$ cat config.mk
export PLATFORM = sky130hd
export DESIGN_NAME = imu_frame_parser_crc16_top
export DESIGN_NICKNAME = d
export VERILOG_FILES = /design/src/hw/rtl/ifp_pkg.sv /design/src/hw/rtl/imu_frame_parser_crc16_top.sv /design/src/hw/rtl/ifp_cfg_regs.sv /design/src/hw/rtl/ifp_parser.sv /design/src/hw/rtl/ifp_out_stage.sv
export SDC_FILE = /design/constraint.sdc
export NUM_CORES = 1
export LEC_CHECK = 0
export ABC_CLOCK_PERIOD_IN_PS = 6800
export BUFFER_PORTS_ARGS = -buffer_cell sky130_fd_sc_hd__buf_2
export CAP_MARGIN = 40
export CELL_PAD_IN_SITES_DETAIL_PLACEMENT = 1
export CELL_PAD_IN_SITES_GLOBAL_PLACEMENT = 1
export CORE_MARGIN = 4
export CORE_UTILIZATION = 48
export DETAILED_ROUTE_END_ITERATION = 10
export PLACE_DENSITY_LB_ADDON = 0.25
export SLEW_MARGIN = 20
export SYNTH_ARGS = -nofsm -noshare
export SYNTH_HDL_FRONTEND = slang
export SYNTH_HIERARCHICAL = 1
export SYNTH_SLANG_ARGS = --single-unit
$ cat constraint.sdc
create_clock -name clk_i -period 6.8 [get_ports clk_i]
set_input_delay 0.34 -clock clk_i [delete_from_list [all_inputs] [get_ports clk_i]]
set_output_delay 0.34 -clock clk_i [all_outputs]
set_load 0.01 [all_outputs]
$ cat src/hw/rtl/ifp_pkg.sv
// Shared types, constants and CRC helper for the IMU frame parser.
`default_nettype none

package ifp_pkg;

  localparam logic [15:0] CrcInit  = 16'hFFFF;
  localparam logic [15:0] CrcPoly  = 16'hA001;
  localparam logic [6:0]  IdMask   = 7'h7F;
  localparam int unsigned RecBytes = 16;
  localparam int unsigned RecFirst = 4;   // first payload byte kept in the record

  // configuration register indexes
  typedef enum logic [1:0] {
    CFG_SYNC_FIRST  = 2'd0,
    CFG_SYNC_SECOND = 2'd1,
    CFG_ATT_LENGTH  = 2'd2,
    CFG_ATT_OBJ_ID  = 2'd3
  } ifp_cfg_idx_e;

  typedef enum logic [1:0] {
    KIND_ATTITUDE = 2'd0,
    KIND_OTHER    = 2'd1,
    KIND_CRC_ERR  = 2'd2
  } ifp_kind_e;

  typedef struct packed {
    logic [7:0] sync_first;
    logic [7:0] sync_second;
    logic [7:0] att_length;
    logic [6:0] att_obj_id;
  } ifp_cfg_t;

  typedef struct packed {
    ifp_kind_e   kind;
    logic [6:0]  object_id;
    logic [31:0] stamp;
    logic [31:0] roll_bits;
    logic [31:0] pitch_bits;
    logic [31:0] yaw_bits;
  } ifp_result_t;

  // CRC-16/MODBUS update by one byte, reflected, bit at a time
  function automatic logic [15:0] crc16_feed(logic [15:0] crc, logic [7:0] b);
    logic [15:0] c;
    c = crc ^ {8'h00, b};
    for (int k = 0; k < 8; k++) begin
      c = c[0] ? ((c >> 1) ^ CrcPoly) : (c >> 1);
    end
    return c;
  endfunction

endpackage

`default_nettype wire

$ cat src/hw/rtl/imu_frame_parser_crc16_top.sv
// Top level of the IMU frame parser with CRC-16/MODBUS check.
//
//   channel | direction | handshake                | payload
//   --------+-----------+--------------------------+------------------------------------
//   cfg     | in        | cfg_we_i                 | cfg_idx_i, cfg_wdata_i
//   rx      | in        | in_valid_i / in_ready_o  | rx_byte_i
//   result  | out       | out_valid_o / out_ready_i| frame_kind_o, object_id_o, stamp_o,
//           |           |                          | roll/pitch/yaw_bits_o
//
// One byte per cycle unless stalled; the CRC byte update is one pass of logic after crc_q.
// A result appears in the output register in the cycle after the last CRC byte transfer.
// Input stalls only when the byte would end a frame while a held result is not being taken.
// Reset (async, active low) returns to header hunt with the CRC at 0xFFFF.
`default_nettype none

module imu_frame_parser_crc16_top
  import ifp_pkg::*;
(
  input  wire logic        clk_i,
  input  wire logic        rst_ni,
  input  wire logic        cfg_we_i,
  input  wire logic [1:0]  cfg_idx_i,
  input  wire logic [7:0]  cfg_wdata_i,
  input  wire logic        in_valid_i,
  output logic             in_ready_o,
  input  wire logic [7:0]  rx_byte_i,
  output logic             out_valid_o,
  input  wire logic        out_ready_i,
  output logic [1:0]       frame_kind_o,
  output logic [6:0]       object_id_o,
  output logic [31:0]      stamp_o,
  output logic [31:0]      roll_bits_o,
  output logic [31:0]      pitch_bits_o,
  output logic [31:0]      yaw_bits_o
);

  ifp_cfg_t    cfg;
  ifp_result_t res_new, res_out;
  logic        at_last, res_valid, take;

  ifp_cfg_regs u_cfg (
    .clk_i       (clk_i),
    .rst_ni      (rst_ni),
    .cfg_we_i    (cfg_we_i),
    .cfg_idx_i   (cfg_idx_i),
    .cfg_wdata_i (cfg_wdata_i),
    .cfg_o       (cfg)
  );

  assign in_ready_o = !at_last || !out_valid_o || out_ready_i;
  assign take       = in_valid_i && in_ready_o;

  ifp_parser u_parser (
    .clk_i       (clk_i),
    .rst_ni      (rst_ni),
    .cfg_i       (cfg),
    .take_i      (take),
    .byte_i      (rx_byte_i),
    .at_last_o   (at_last),
    .res_valid_o (res_valid),
    .res_o       (res_new)
  );

  ifp_out_stage u_out (
    .clk_i       (clk_i),
    .rst_ni      (rst_ni),
    .load_i      (res_valid),
    .res_i       (res_new),
    .out_ready_i (out_ready_i),
    .out_valid_o (out_valid_o),
    .res_o       (res_out)
  );

  assign frame_kind_o = 2'(res_out.kind);
  assign object_id_o  = res_out.object_id;
  assign stamp_o      = res_out.stamp;
  assign roll_bits_o  = res_out.roll_bits;
  assign pitch_bits_o = res_out.pitch_bits;
  assign yaw_bits_o   = res_out.yaw_bits;

endmodule

`default_nettype wire

$ cat src/hw/rtl/ifp_cfg_regs.sv
// Configuration registers of the IMU frame parser.
`default_nettype none

module ifp_cfg_regs
  import ifp_pkg::*;
(
  input  wire logic       clk_i,
  input  wire logic       rst_ni,
  input  wire logic       cfg_we_i,
  input  wire logic [1:0] cfg_idx_i,
  input  wire logic [7:0] cfg_wdata_i,
  output ifp_cfg_t        cfg_o
);

  ifp_cfg_t cfg_q, cfg_d;

  always_comb begin
    cfg_d = cfg_q;
    if (cfg_we_i) begin
      case (ifp_cfg_idx_e'(cfg_idx_i))
        CFG_SYNC_FIRST:  cfg_d.sync_first  = cfg_wdata_i;
        CFG_SYNC_SECOND: cfg_d.sync_second = cfg_wdata_i;
        CFG_ATT_LENGTH:  cfg_d.att_length  = cfg_wdata_i;
        CFG_ATT_OBJ_ID:  cfg_d.att_obj_id  = cfg_wdata_i[6:0];
        default: ;
      endcase
    end
  end

  always_ff @(posedge clk_i or negedge rst_ni) begin
    if (!rst_ni) begin
      cfg_q.sync_first  <= 8'd170;
      cfg_q.sync_second <= 8'd85;
      cfg_q.att_length  <= 8'd20;
      cfg_q.att_obj_id  <= 7'd0;
    end else begin
      cfg_q <= cfg_d;
    end
  end

  assign cfg_o = cfg_q;

endmodule

`default_nettype wire

$ cat src/hw/rtl/ifp_parser.sv
// Frame state machine, CRC accumulation and record capture.
`default_nettype none

module ifp_parser
  import ifp_pkg::*;
(
  input  wire logic       clk_i,
  input  wire logic       rst_ni,
  input  wire ifp_cfg_t   cfg_i,
  input  wire logic       take_i,
  input  wire logic [7:0] byte_i,
  output logic            at_last_o,  // next byte closes a frame
  output logic            res_valid_o,
  output ifp_result_t     res_o
);

  typedef enum logic [2:0] {
    PH_HUNT1   = 3'd0,
    PH_HUNT2   = 3'd1,
    PH_LEN     = 3'd2,
    PH_PAYLOAD = 3'd3,
    PH_CRCLO   = 3'd4,
    PH_CRCHI   = 3'd5
  } phase_e;

  phase_e      phase_q;
  logic [8:0]  count_q;
  logic [7:0]  flen_q;
  logic [15:0] crc_q;
  logic [7:0]  tail_lo_q;
  logic [7:0]  first_q;
  logic [7:0]  rec_q [RecBytes];

  logic [8:0]  count_inc;
  logic [8:0]  rec_off;
  logic [15:0] crc_next;
  logic [6:0]  id;

  assign count_inc = count_q + 9'd1;
  assign rec_off   = count_q - 9'(RecFirst);
  assign crc_next  = crc16_feed(crc_q, byte_i);
  assign id        = first_q[6:0] & IdMask;
  assign at_last_o = (phase_q == PH_CRCHI);

  always_ff @(posedge clk_i or negedge rst_ni) begin
    if (!rst_ni) begin
      phase_q <= PH_HUNT1;
      count_q <= '0;
      flen_q  <= '0;
      crc_q   <= CrcInit;
    end else if (take_i) begin
      case (phase_q)
        PH_HUNT2: begin
          if (byte_i == cfg_i.sync_second) begin
            phase_q <= PH_LEN;
          end else begin
            phase_q <= PH_HUNT1;
            count_q <= '0;
            flen_q  <= '0;
            crc_q   <= CrcInit;
          end
        end
        PH_LEN: begin
          flen_q  <= byte_i;
          count_q <= '0;
          crc_q   <= crc16_feed(CrcInit, byte_i);
          phase_q <= (byte_i == 8'd0) ? PH_CRCLO : PH_PAYLOAD;
        end
        PH_PAYLOAD: begin
          crc_q   <= crc_next;
          count_q <= count_inc;
          if (count_inc >= {1'b0, flen_q}) begin
            phase_q <= PH_CRCLO;
          end
        end
        PH_CRCLO: begin
          phase_q <= PH_CRCHI;
        end
        PH_CRCHI: begin
          phase_q <= PH_HUNT1;
          count_q <= '0;
          flen_q  <= '0;
          crc_q   <= CrcInit;
        end
        default: begin
          phase_q <= (byte_i == cfg_i.sync_first) ? PH_HUNT2 : PH_HUNT1;
          count_q <= '0;
          flen_q  <= '0;
          crc_q   <= CrcInit;
        end
      endcase
    end
  end

  // payload capture; cleared at each length byte so short frames read zero
  always_ff @(posedge clk_i) begin
    if (take_i) begin
      if (phase_q == PH_LEN) begin
        first_q <= '0;
        for (int i = 0; i < RecBytes; i++) begin
          rec_q[i] <= '0;
        end
      end else if (phase_q == PH_PAYLOAD) begin
        if (count_q == 9'd0) begin
          first_q <= byte_i;
        end
        if (count_q >= 9'(RecFirst) && count_q < 9'(RecFirst + RecBytes)) begin
          rec_q[rec_off[3:0]] <= byte_i;
        end
      end
      if (phase_q == PH_CRCLO) begin
        tail_lo_q <= byte_i;
      end
    end
  end

  always_comb begin
    res_valid_o = take_i && (phase_q == PH_CRCHI);
    res_o       = '0;
    if ({byte_i, tail_lo_q} != crc_q) begin
      res_o.kind = KIND_CRC_ERR;
    end else if (id == cfg_i.att_obj_id && flen_q == cfg_i.att_length) begin
      res_o.kind       = KIND_ATTITUDE;
      res_o.object_id  = id;
      res_o.stamp      = {rec_q[3],  rec_q[2],  rec_q[1],  rec_q[0]};
      res_o.roll_bits  = {rec_q[7],  rec_q[6],  rec_q[5],  rec_q[4]};
      res_o.pitch_bits = {rec_q[11], rec_q[10], rec_q[9],  rec_q[8]};
      res_o.yaw_bits   = {rec_q[15], rec_q[14], rec_q[13], rec_q[12]};
    end else begin
      res_o.kind      = KIND_OTHER;
      res_o.object_id = id;
    end
  end

  a_crchi_restarts: assert property (@(posedge clk_i) disable iff (!rst_ni)
    take_i && phase_q == PH_CRCHI |=> phase_q == PH_HUNT1)
    else $error("frame end did not restart the hunt");

  a_zero_len_skips: assert property (@(posedge clk_i) disable iff (!rst_ni)
    take_i && phase_q == PH_LEN && byte_i == 8'd0 |=> phase_q == PH_CRCLO)
    else $error("zero length frame did not go to CRC bytes");

  a_crclo_before_hi: assert property (@(posedge clk_i) disable iff (!rst_ni)
    phase_q == PH_CRCHI && !$past(phase_q == PH_CRCHI) |-> $past(phase_q == PH_CRCLO))
    else $error("CRC high byte phase entered without low byte");

  a_len_reset_crc: assert property (@(posedge clk_i) disable iff (!rst_ni)
    take_i && phase_q == PH_HUNT2 && byte_i != cfg_i.sync_second
    |=> phase_q == PH_HUNT1 && crc_q == CrcInit)
    else $error("bad second header did not restart the hunt");

endmodule

`default_nettype wire

$ cat src/hw/rtl/ifp_out_stage.sv
// Output register holding one result until the downstream transfer.
`default_nettype none

module ifp_out_stage
  import ifp_pkg::*;
(
  input  wire logic        clk_i,
  input  wire logic        rst_ni,
  input  wire logic        load_i,
  input  wire ifp_result_t res_i,
  input  wire logic        out_ready_i,
  output logic             out_valid_o,
  output ifp_result_t      res_o
);

  logic        valid_q;
  ifp_result_t res_q;

  always_ff @(posedge clk_i or negedge rst_ni) begin
    if (!rst_ni) begin
      valid_q <= 1'b0;
    end else if (load_i) begin
      valid_q <= 1'b1;
    end else if (out_ready_i) begin
      valid_q <= 1'b0;
    end
  end

  always_ff @(posedge clk_i) begin
    if (load_i) begin
      res_q <= res_i;
    end
  end

  assign out_valid_o = valid_q;
  assign res_o       = res_q;

endmodule

`default_nettype wire
==> metrics.txt, run 1 <==
power density cells=about 270 nW/um^2; row count=between 60 and 70; Adder-Cell Fraction of Synth Area=under 10%; die height=between 150 and 200 microns; number of library cell types mapped by synthesis=56; Flop pwr share=roughly half; hold depth=3; logic gate share of total power=between 4 and 5%; Post-synth EDFFs=280; post-DP HPWL=between 20000 and 25000 microns; RSZ-0062 raised after global routing=false; global route total overflow=0; outcome=finished, final reports clean; actual slew at the worst max-slew pin=around 0.8 ns; clock latency at the later pin of the worst-skew pair=~0.52 ns; Post-CTS Resized=0; Setup crit start kind=register; number of CTS-inserted buffers=37; Critical Path RT=between 6 and 7 ns; Post-Route WL=36200 microns; setup TNS=0 ns; fin area=17200 sq um; final-report setup violation count=0; post-synthesis sequential area ratio=about two thirds; fraction of registers with async set/reset=19.5%; FF+latch count, synth=348; final core utilization=a little under three fifths; Power Total=roughly 4.6 mW; Synth top area share=a little under three fifths; post-synthesis cell area=roughly 15000 sq um; initial antenna violation count=0; antenna-violating nets left=0; Crit path arrival time=about 3.7 ns; crit-path cells=inv_1 -> nor2_1 -> nand3b_4 -> and2_1 -> buf_4 -> and2_1 -> nand2_1 -> nor3_4 -> nand2_2 -> nand2_1; largest net degree at the start of global routing=89; Cells after Synth=between 1000 and 1500; Final Hold Fails=0; die width=about 180 microns; GRT Total Usage=about a fifth; layout cells sized above 1=between 20 and 30%; leakage power=approximately 7.0 nW; P_sw=approximately 0.93 mW; Clk network pwr share=between 40% and 50%; hold worst-path end=u_out/out_valid_o$_DFFE_PN0P_; CTS max path bufs=3; DR vias/cell=5.56; Core Area=about 30000 sq um; Setup crit end kind=register; top_reg_cell synth=edfxtp_1; post-layout minimum cycle time=between 3 and 4 ns; number of global-route vias before repair=about 9500; synthesized area per cell=around 14 sq um; total internal power=approximately 3.7 mW; Crit Reg-Reg Startpoint=u_parser/phase_q[0]$_DFFE_PN0P_; slowest CP cell=and2_1; fin crit share=approximately 52%; Post-Syn Nets=~1100; Area after DPL=around 16000 sq um; max_cap viols=0; Yosys top cell by area=edfxtp_1; xor-xnor portion of the synthesized cell area=under 10%; Routability Congestion=approximately 0.84; Starting Density=a little under 50%; synth cell count leaders=edfxtp_1 (280), and3_1 (221), nor2_1 (62), clkbuf_1 (59), xnor2_1 (53); Synth Area in Simple Gates=between 10% and 20%; hold_ws=~0.12 ns; post-synthesis mux area share=between 2 and 3%; Critical R2R Capture=u_parser/rec_q[6][3]$_SDFFCE_PN0P_; # diodes=0; Post-CTS Setup Bufs=0; first-pass GRT wire length=~56000 microns; sw frac=around a fifth; Synth Area in Compound Gates=3.54%; main area contributors after synthesis=edfxtp_1 (57%), and3_1 (9.3%), dfrtp_1 (7.1%); top-count cell post-synth=edfxtp_1; fin cells=around 1600; Worst Path Buf+Inv=2; DP Cell Count=1552; Crit path largest cell delay=~0.6 ns; HP Class=input port to register; Max IR drop VDD=about 0.00017 V; I/O Buffers=161; CTS tree=built; hold wc startpoint=out_ready_i; Peak Freq=approximately 280 MHz; max-slew violations=0; CTS root buf=clkbuf_16; initial DRC count=around 700; top cell family by delay on the critical path=simple AND/OR/NAND/NOR gates; Yosys warning count=6; filler instances=around 3000; layout overhead on the synthesized area=16.2%; WL per Instance=about 22 microns; htree depth=2; fin worst setup slack=3.24 ns; critical path type=register to register; Clock Sinks=roughly 350; Reg2Reg Setup Slack=around 3.2 ns; Die ar.=about 34000 sq um; Vias=roughly 9000; worst r2r path cells=10; CP Max Fanout=20; slew margin rel.=about 46%; pre-CTS setup slack=3.23 ns; clk_skew=0.0179 ns; Post-CTS Hold Fix Bufs=1; First-pass DRT Iterations=5; largest family of logic cells by synthesized area=simple AND/OR/NAND/NOR gates; DRC=0; io pins=about 160; Nets=around 1200; Worst-path clk slew=0.06 ns
## power by group through the flow
stage | logic (mW) | registers (mW) | clock network [mW]
after global routing | 0.201 | 2.35 | 2.23
final | 0.187 | 2.34 | 2.08
after detailed placement | 0.187 | 2.39 | 0
after floorplan | 0.131 | 2.38 | 0
after global placement | 0.180 | 2.39 | 0
after CTS | 0.188 | 2.35 | 2.11
## cell families (layout without fill, tap and decap cells)
kind of cell,after synthesis,count (layout)
xor+xnor,86,86
simple gates,392,392
compound gates,78,78
fa+ha+maj,17,17
mux,33,33
buf+inv,107,271
flops,348,348
## worst max path at each step
| stage | startpoint | endpoint | slack, ns | cells past startpoint |
|---|---|---|---|---|
| 5_1_grt | u_parser/phase_q[0]$_DFFE_PN0P_ | u_parser/rec_q[6][3]$_SDFFCE_PN0P_ | 2.97 | 10 |
| 3_5_place_dp | u_parser/phase_q[0]$_DFFE_PN0P_ | u_parser/rec_q[5][0]$_SDFFCE_PN0P_ | 3.23 | 10 |
| 3_3_place_gp | u_parser/phase_q[0]$_DFFE_PN0P_ | u_parser/rec_q[11][3]$_SDFFCE_PN0P_ | 3.37 | 8 |
| 6_report | u_parser/phase_q[0]$_DFFE_PN0P_ | u_parser/rec_q[6][3]$_SDFFCE_PN0P_ | 3.24 | 10 |
| 2_1_floorplan | u_parser/phase_q[0]$_DFFE_PN0P_ | u_out/res_o[0]$_DFFE_PP_ | 1.59 | 8 |
| 4_1_cts | u_parser/phase_q[0]$_DFFE_PN0P_ | u_parser/rec_q[5][0]$_SDFFCE_PN0P_ | 3.23 | 10 |
## area by class of cell
cell class	instances	area [sq um]	share of cell area, %
Sequential cell	348	10100	58.9
Multi-Input combinational cell	606	4200	24.4
Timing Repair Buffer	180	1030	5.97
Clock buffer	45	997	5.79
Tap cell	396	495	2.88
Clock inverter	21	264	1.53
Inverter	25	93.8	0.545
## registers in the layout, indices dropped and copies added, names as in the netlist
name / cells
u_parser/flen_q: 8
u_out/res_o: 137
u_parser/crc_q: 16
u_cfg/cfg_o: 31
u_parser/rec_q: 128
u_parser/count_q: 9
u_out/out_valid_o: 1
u_parser/first_q: 7
u_parser/tail_lo_q: 8
u_parser/phase_q: 3
## metal layers
| metal | up-vias | track usage, % | part of all wire [%] |
|---|---|---|---|
| met5 | - | 0 | 0 |
| met4 | 0 | 4.86 | 1.7 |
| met3 | 44 | 3.21 | 5.0 |
| met2 | 257 | 36.7 | 51 |
| met1 | 4570 | 28.9 | 42 |
| li1 | 4147 | - | - |
## worst reg2reg max path: cells and delay by family (launching register included)
kind | cells | cell delay, ns
and+or+nand+nor | 8 | 2.24
buffers and inverters | 2 | 0.52
DFF | 1 | 0.47
## layout by cell type, fill, tap and decap left out, drive strengths merged, types with 2 or more instances in the layout
cell,instances
edfxtp,280
and3,223
buf,179
nor2,62
xnor2,54
nand2,46
clkbuf,45
dfrtp,42
mux2,33
xor2,30
dfstp,26
o21ai,23
clkinv,21
inv,17
ha,17
nor3,17
a21oi,15
a22o,11
nand4,11
o31ai,10
and2,10
nand3,9
bufinv,6
a221oi,5
nor4,5
o21a,4
o211ai,3
nand3b,3
clkinvlp,2
a21o,2
nor2b,2
or4,2
xnor3,2
Power figures use the tool's default switching activity.
==> run 2: changes to the inputs <==
--- a/config.mk
+++ b/config.mk
@@ -5,7 +5,8 @@
 export SDC_FILE = /design/constraint.sdc
 export NUM_CORES = 1
 export LEC_CHECK = 0
-export ABC_CLOCK_PERIOD_IN_PS = 6800
+export ABC_AREA = 1
+export ABC_CLOCK_PERIOD_IN_PS = 3300
 export BUFFER_PORTS_ARGS = -buffer_cell sky130_fd_sc_hd__buf_2
 export CAP_MARGIN = 40
 export CELL_PAD_IN_SITES_DETAIL_PLACEMENT = 1
==> constraint.sdc (replaced) <==
create_clock -name clk_i -period 3.3 [get_ports clk_i]
set_input_delay 0.165 -clock clk_i [delete_from_list [all_inputs] [get_ports clk_i]]
set_output_delay 0.165 -clock clk_i [all_outputs]
set_load 0.01 [all_outputs]
==> metrics.txt, run 2 <==
post-synthesis cell area=15800 sq um (was 14800 sq um); Area after DPL=16900 sq um (was 15900 sq um); number of library cell types mapped by synthesis=47 (was 56); First-pass DRT Iterations=5 (unchanged); synth cell count leaders=edfxtp_1 (280), nand2_1 (191), nor2_1 (163), nor3b_2 (121), inv_1 (74) (was edfxtp_1 (280), and3_1 (221), nor2_1 (62), clkbuf_1 (59), xnor2_1 (53)); clk_skew=0.0155 ns (was 0.0179 ns); CP Max Fanout=7 (was 20); die width=189 microns (was 184 microns); main area contributors after synthesis=edfxtp_1 (53%), nor3b_2 (9.6%), dfrtp_1 (6.7%) (was edfxtp_1 (57%), and3_1 (9.3%), dfrtp_1 (7.1%)); number of CTS-inserted buffers=39 (was 37); fraction of registers with async set/reset=19.5% (unchanged); slew margin rel.=55.0% (was 45.8%); Post-CTS Resized=0 (unchanged); antenna-violating nets left=0 (unchanged); final-report setup violation count=0 (unchanged); Starting Density=48.5% (was 48.6%); HP Class=input port to asynchronous set/reset pin (was input port to register); actual slew at the worst max-slew pin=0.675 ns (was 0.813 ns); critical path type=register to register (unchanged); max-slew violations=0 (unchanged); Core Area=32500 sq um (was 30500 sq um); most common cell after layout, fill and taps aside=edfxtp_1 (unchanged); top_reg_cell synth=edfxtp_1 (unchanged); max_cap viols=0 (unchanged); number of global-route vias before repair=10700 (was 9502); Die ar.=35800 sq um (was 33700 sq um); outcome=finished, final reports clean (unchanged); RSZ-0062 raised after global routing=false (unchanged); P_sw=2.08 mW (was 0.934 mW); Flop pwr share=51.4% (was 50.9%); Synth top area share=53.4% (was 56.8%); CTS root buf=clkbuf_16 (unchanged); synthesized area per cell=12.7 sq um (was 14.0 sq um); initial DRC count=597 (was 718); Cells after Synth=1242 (was 1061); total internal power=7.38 mW (was 3.67 mW); Vias=10000 (was 9018); top-count cell post-synth=edfxtp_1 (unchanged); fin area=18200 sq um (was 17200 sq um); WL per Instance=20.8 microns (was 22.3 microns); global route total overflow=0 (unchanged); DRC=0 (unchanged); layout overhead on the synthesized area=15.8% (was 16.2%); Clock Sinks=348 (unchanged); GRT Total Usage=22.0% (was 21.3%); Worst-path clk slew=0.06 ns (about the same); FF+latch count, synth=348 (unchanged); Yosys warning count=6 (unchanged); most frequent cells in the layout=edfxtp_1 (280), nand2_1 (191), nor2_1 (163) (was edfxtp_1 (280), and3_1 (221), buf_2 (162)); I/O Buffers=161 (unchanged); io pins=162 (unchanged); Post-Route WL=39300 microns (was 36200 microns); post-layout minimum cycle time=2.64 ns (was 3.56 ns); logic gate share of total power=5.0% (was 4.1%); largest net degree at the start of global routing=104 (was 89); die height=189 microns (was 184 microns); first-pass GRT wire length=61500 microns (was 56100 microns); max reg flops=137 (unchanged); post-DP HPWL=26900 microns (was 23100 microns); Crit path arrival time=3.10 ns (was 3.73 ns); Max IR drop VDD=0.000392 V (was 0.000166 V); Critical Path RT=3.76 ns (was 6.97 ns); Yosys top cell by area=edfxtp_1 (unchanged); filler instances=3330 (was 2995); fin crit share=80.1% (was 52.3%); # diodes=0 (unchanged); sw frac=22.0% (was 20.3%); clock latency at the later pin of the worst-skew pair=0.52 ns (about the same); Clk network pwr share=43.7% (was 45.1%); hold_ws=0.0304 ns (was 0.119 ns); row count=66 (was 64); Setup crit end kind=register (unchanged); leakage power=7.50 nW (was 6.98 nW); post-synthesis sequential area ratio=64.4% (was 68.5%); initial antenna violation count=1 (was 0); Setup crit start kind=register (unchanged); htree depth=2 (unchanged); Peak Freq=378 MHz (was 281 MHz); Routability Congestion=0.898 (was 0.838); area occupied by multi-input gates=4800 sq um (was 4200 sq um); power density cells=518 nW/um^2 (was 268 nW/um^2); DR vias/cell=5.30 (was 5.56); layout cells sized above 1=31.1% (was 26.0%); Reg area=10100 sq um (unchanged); CTS max path bufs=3 (unchanged); Post-synth EDFFs=280 (unchanged); Post-Syn Nets=1282 (was 1101); Nets=1456 (was 1238); CTS tree=built (unchanged); Final Hold Fails=0 (unchanged)
[run 2: kinds of logic (layout without fill, tap and decap cells)]
family	after synthesis	in the layout	synth area share (%)
AOI/OAI and AO/OA	65	65	2.41
xor gates and xnor gates	52	52	2.89
adders and majority gates	17	17	1.35
buffers and inverters	153	357	5.25
DFF	348	348	64.4
muxes	1	1	0.0953
and+or+nand+nor	606	606	23.6
[run 2: worst max-delay path, stage by stage, from the launching register on]
cell	delay (ns)
dfrtp_1	0.47
ha_1	0.23
inv_1	0.08
nor2_1	0.24
xor2_1	0.28
ha_1	0.31
a21oi_1	0.15
o221ai_1	0.14
nand2_1	0.08
nand2_1	0.05
nand2_1	0.05
o2111ai_1	0.17
nand2_1	0.17
nand2_1	0.09
nand2_1	0.07
[run 2: final timing paths]
| kind | startpoint | slack, ns | end | cells after the start |
|---|---|---|---|---|
| max | u_parser/count_q[0]$_DFFE_PN0P_ | 0.66 | u_parser/phase_q[2]$_DFFE_PN0P_ | 14 |
| min | rst_ni | 0.03 | u_cfg/cfg_o[4]$_DFFE_PN0P_ | 2 |
| max reg2reg | u_parser/count_q[0]$_DFFE_PN0P_ | 0.66 | u_parser/phase_q[2]$_DFFE_PN0P_ | 14 |
| min reg2reg | u_cfg/cfg_o[11]$_DFFE_PN1P_ | 0.47 | u_cfg/cfg_o[11]$_DFFE_PN1P_ | 2 |
| max in group asynchronous | rst_ni | 2.49 | u_parser/crc_q[11]$_DFFE_PN1P_ | 3 |
| min in group clk_i | rx_byte_i[5] | 0.03 | u_parser/tail_lo_q[5]$_DFFE_PP_ | 1 |
[run 2: metrics by stage]
step	total power, mW	std cells	utilization, %	worst slack [ns]	setup TNS (ns)
floorplan	5.25	1242	-	-2.55	-351.85
global placement	5.38	1806	52.0	0.801	0
detailed placement	5.40	1807	52.1	0.710	0
CTS	9.56	1888	56.2	0.637	0
global route	9.83	1888	56.2	0.424	0
finish	9.46	1888	56.2	0.658	0
[run 2: power groups by stage]
stage,logic [mW],registers (mW),clock network (mW)
6_report,0.469,4.86,4.13
2_1_floorplan,0.327,4.92,0
3_5_place_dp,0.457,4.94,0
5_1_grt,0.523,4.86,4.45
4_1_cts,0.469,4.86,4.23
3_3_place_gp,0.442,4.94,0
[run 2: routing by layer]
metal / track usage (%) / routed length [microns] / vias to the layer above
li1: - / - / 4631
met1: 28.6 / 16500 / 5039
met2: 38.1 / 19800 / 270
met3: 3.69 / 1890 / 70
met4: 6.45 / 1150 / 0
met5: 0 / 0 / -
[run 2: repair_timing]
| action | in CTS | in global routing |
|---|---|---|
| hold buffers | 10 | 0 |
| hold endpoints to repair | 72 | 0 |
| buffers inserted | 0 | 0 |
[run 2: area by class of cell]
| type | instances | share of cell area [%] |
|---|---|---|
| clock buffers | 54 | 5.88 |
| clock inverters | 17 | 0.850 |
| inverters | 87 | 1.87 |
| multi-input cells | 741 | 26.3 |
| flip-flops and latches | 348 | 55.6 |
| well taps | 442 | 3.03 |
| repair buffers | 199 | 6.43 |
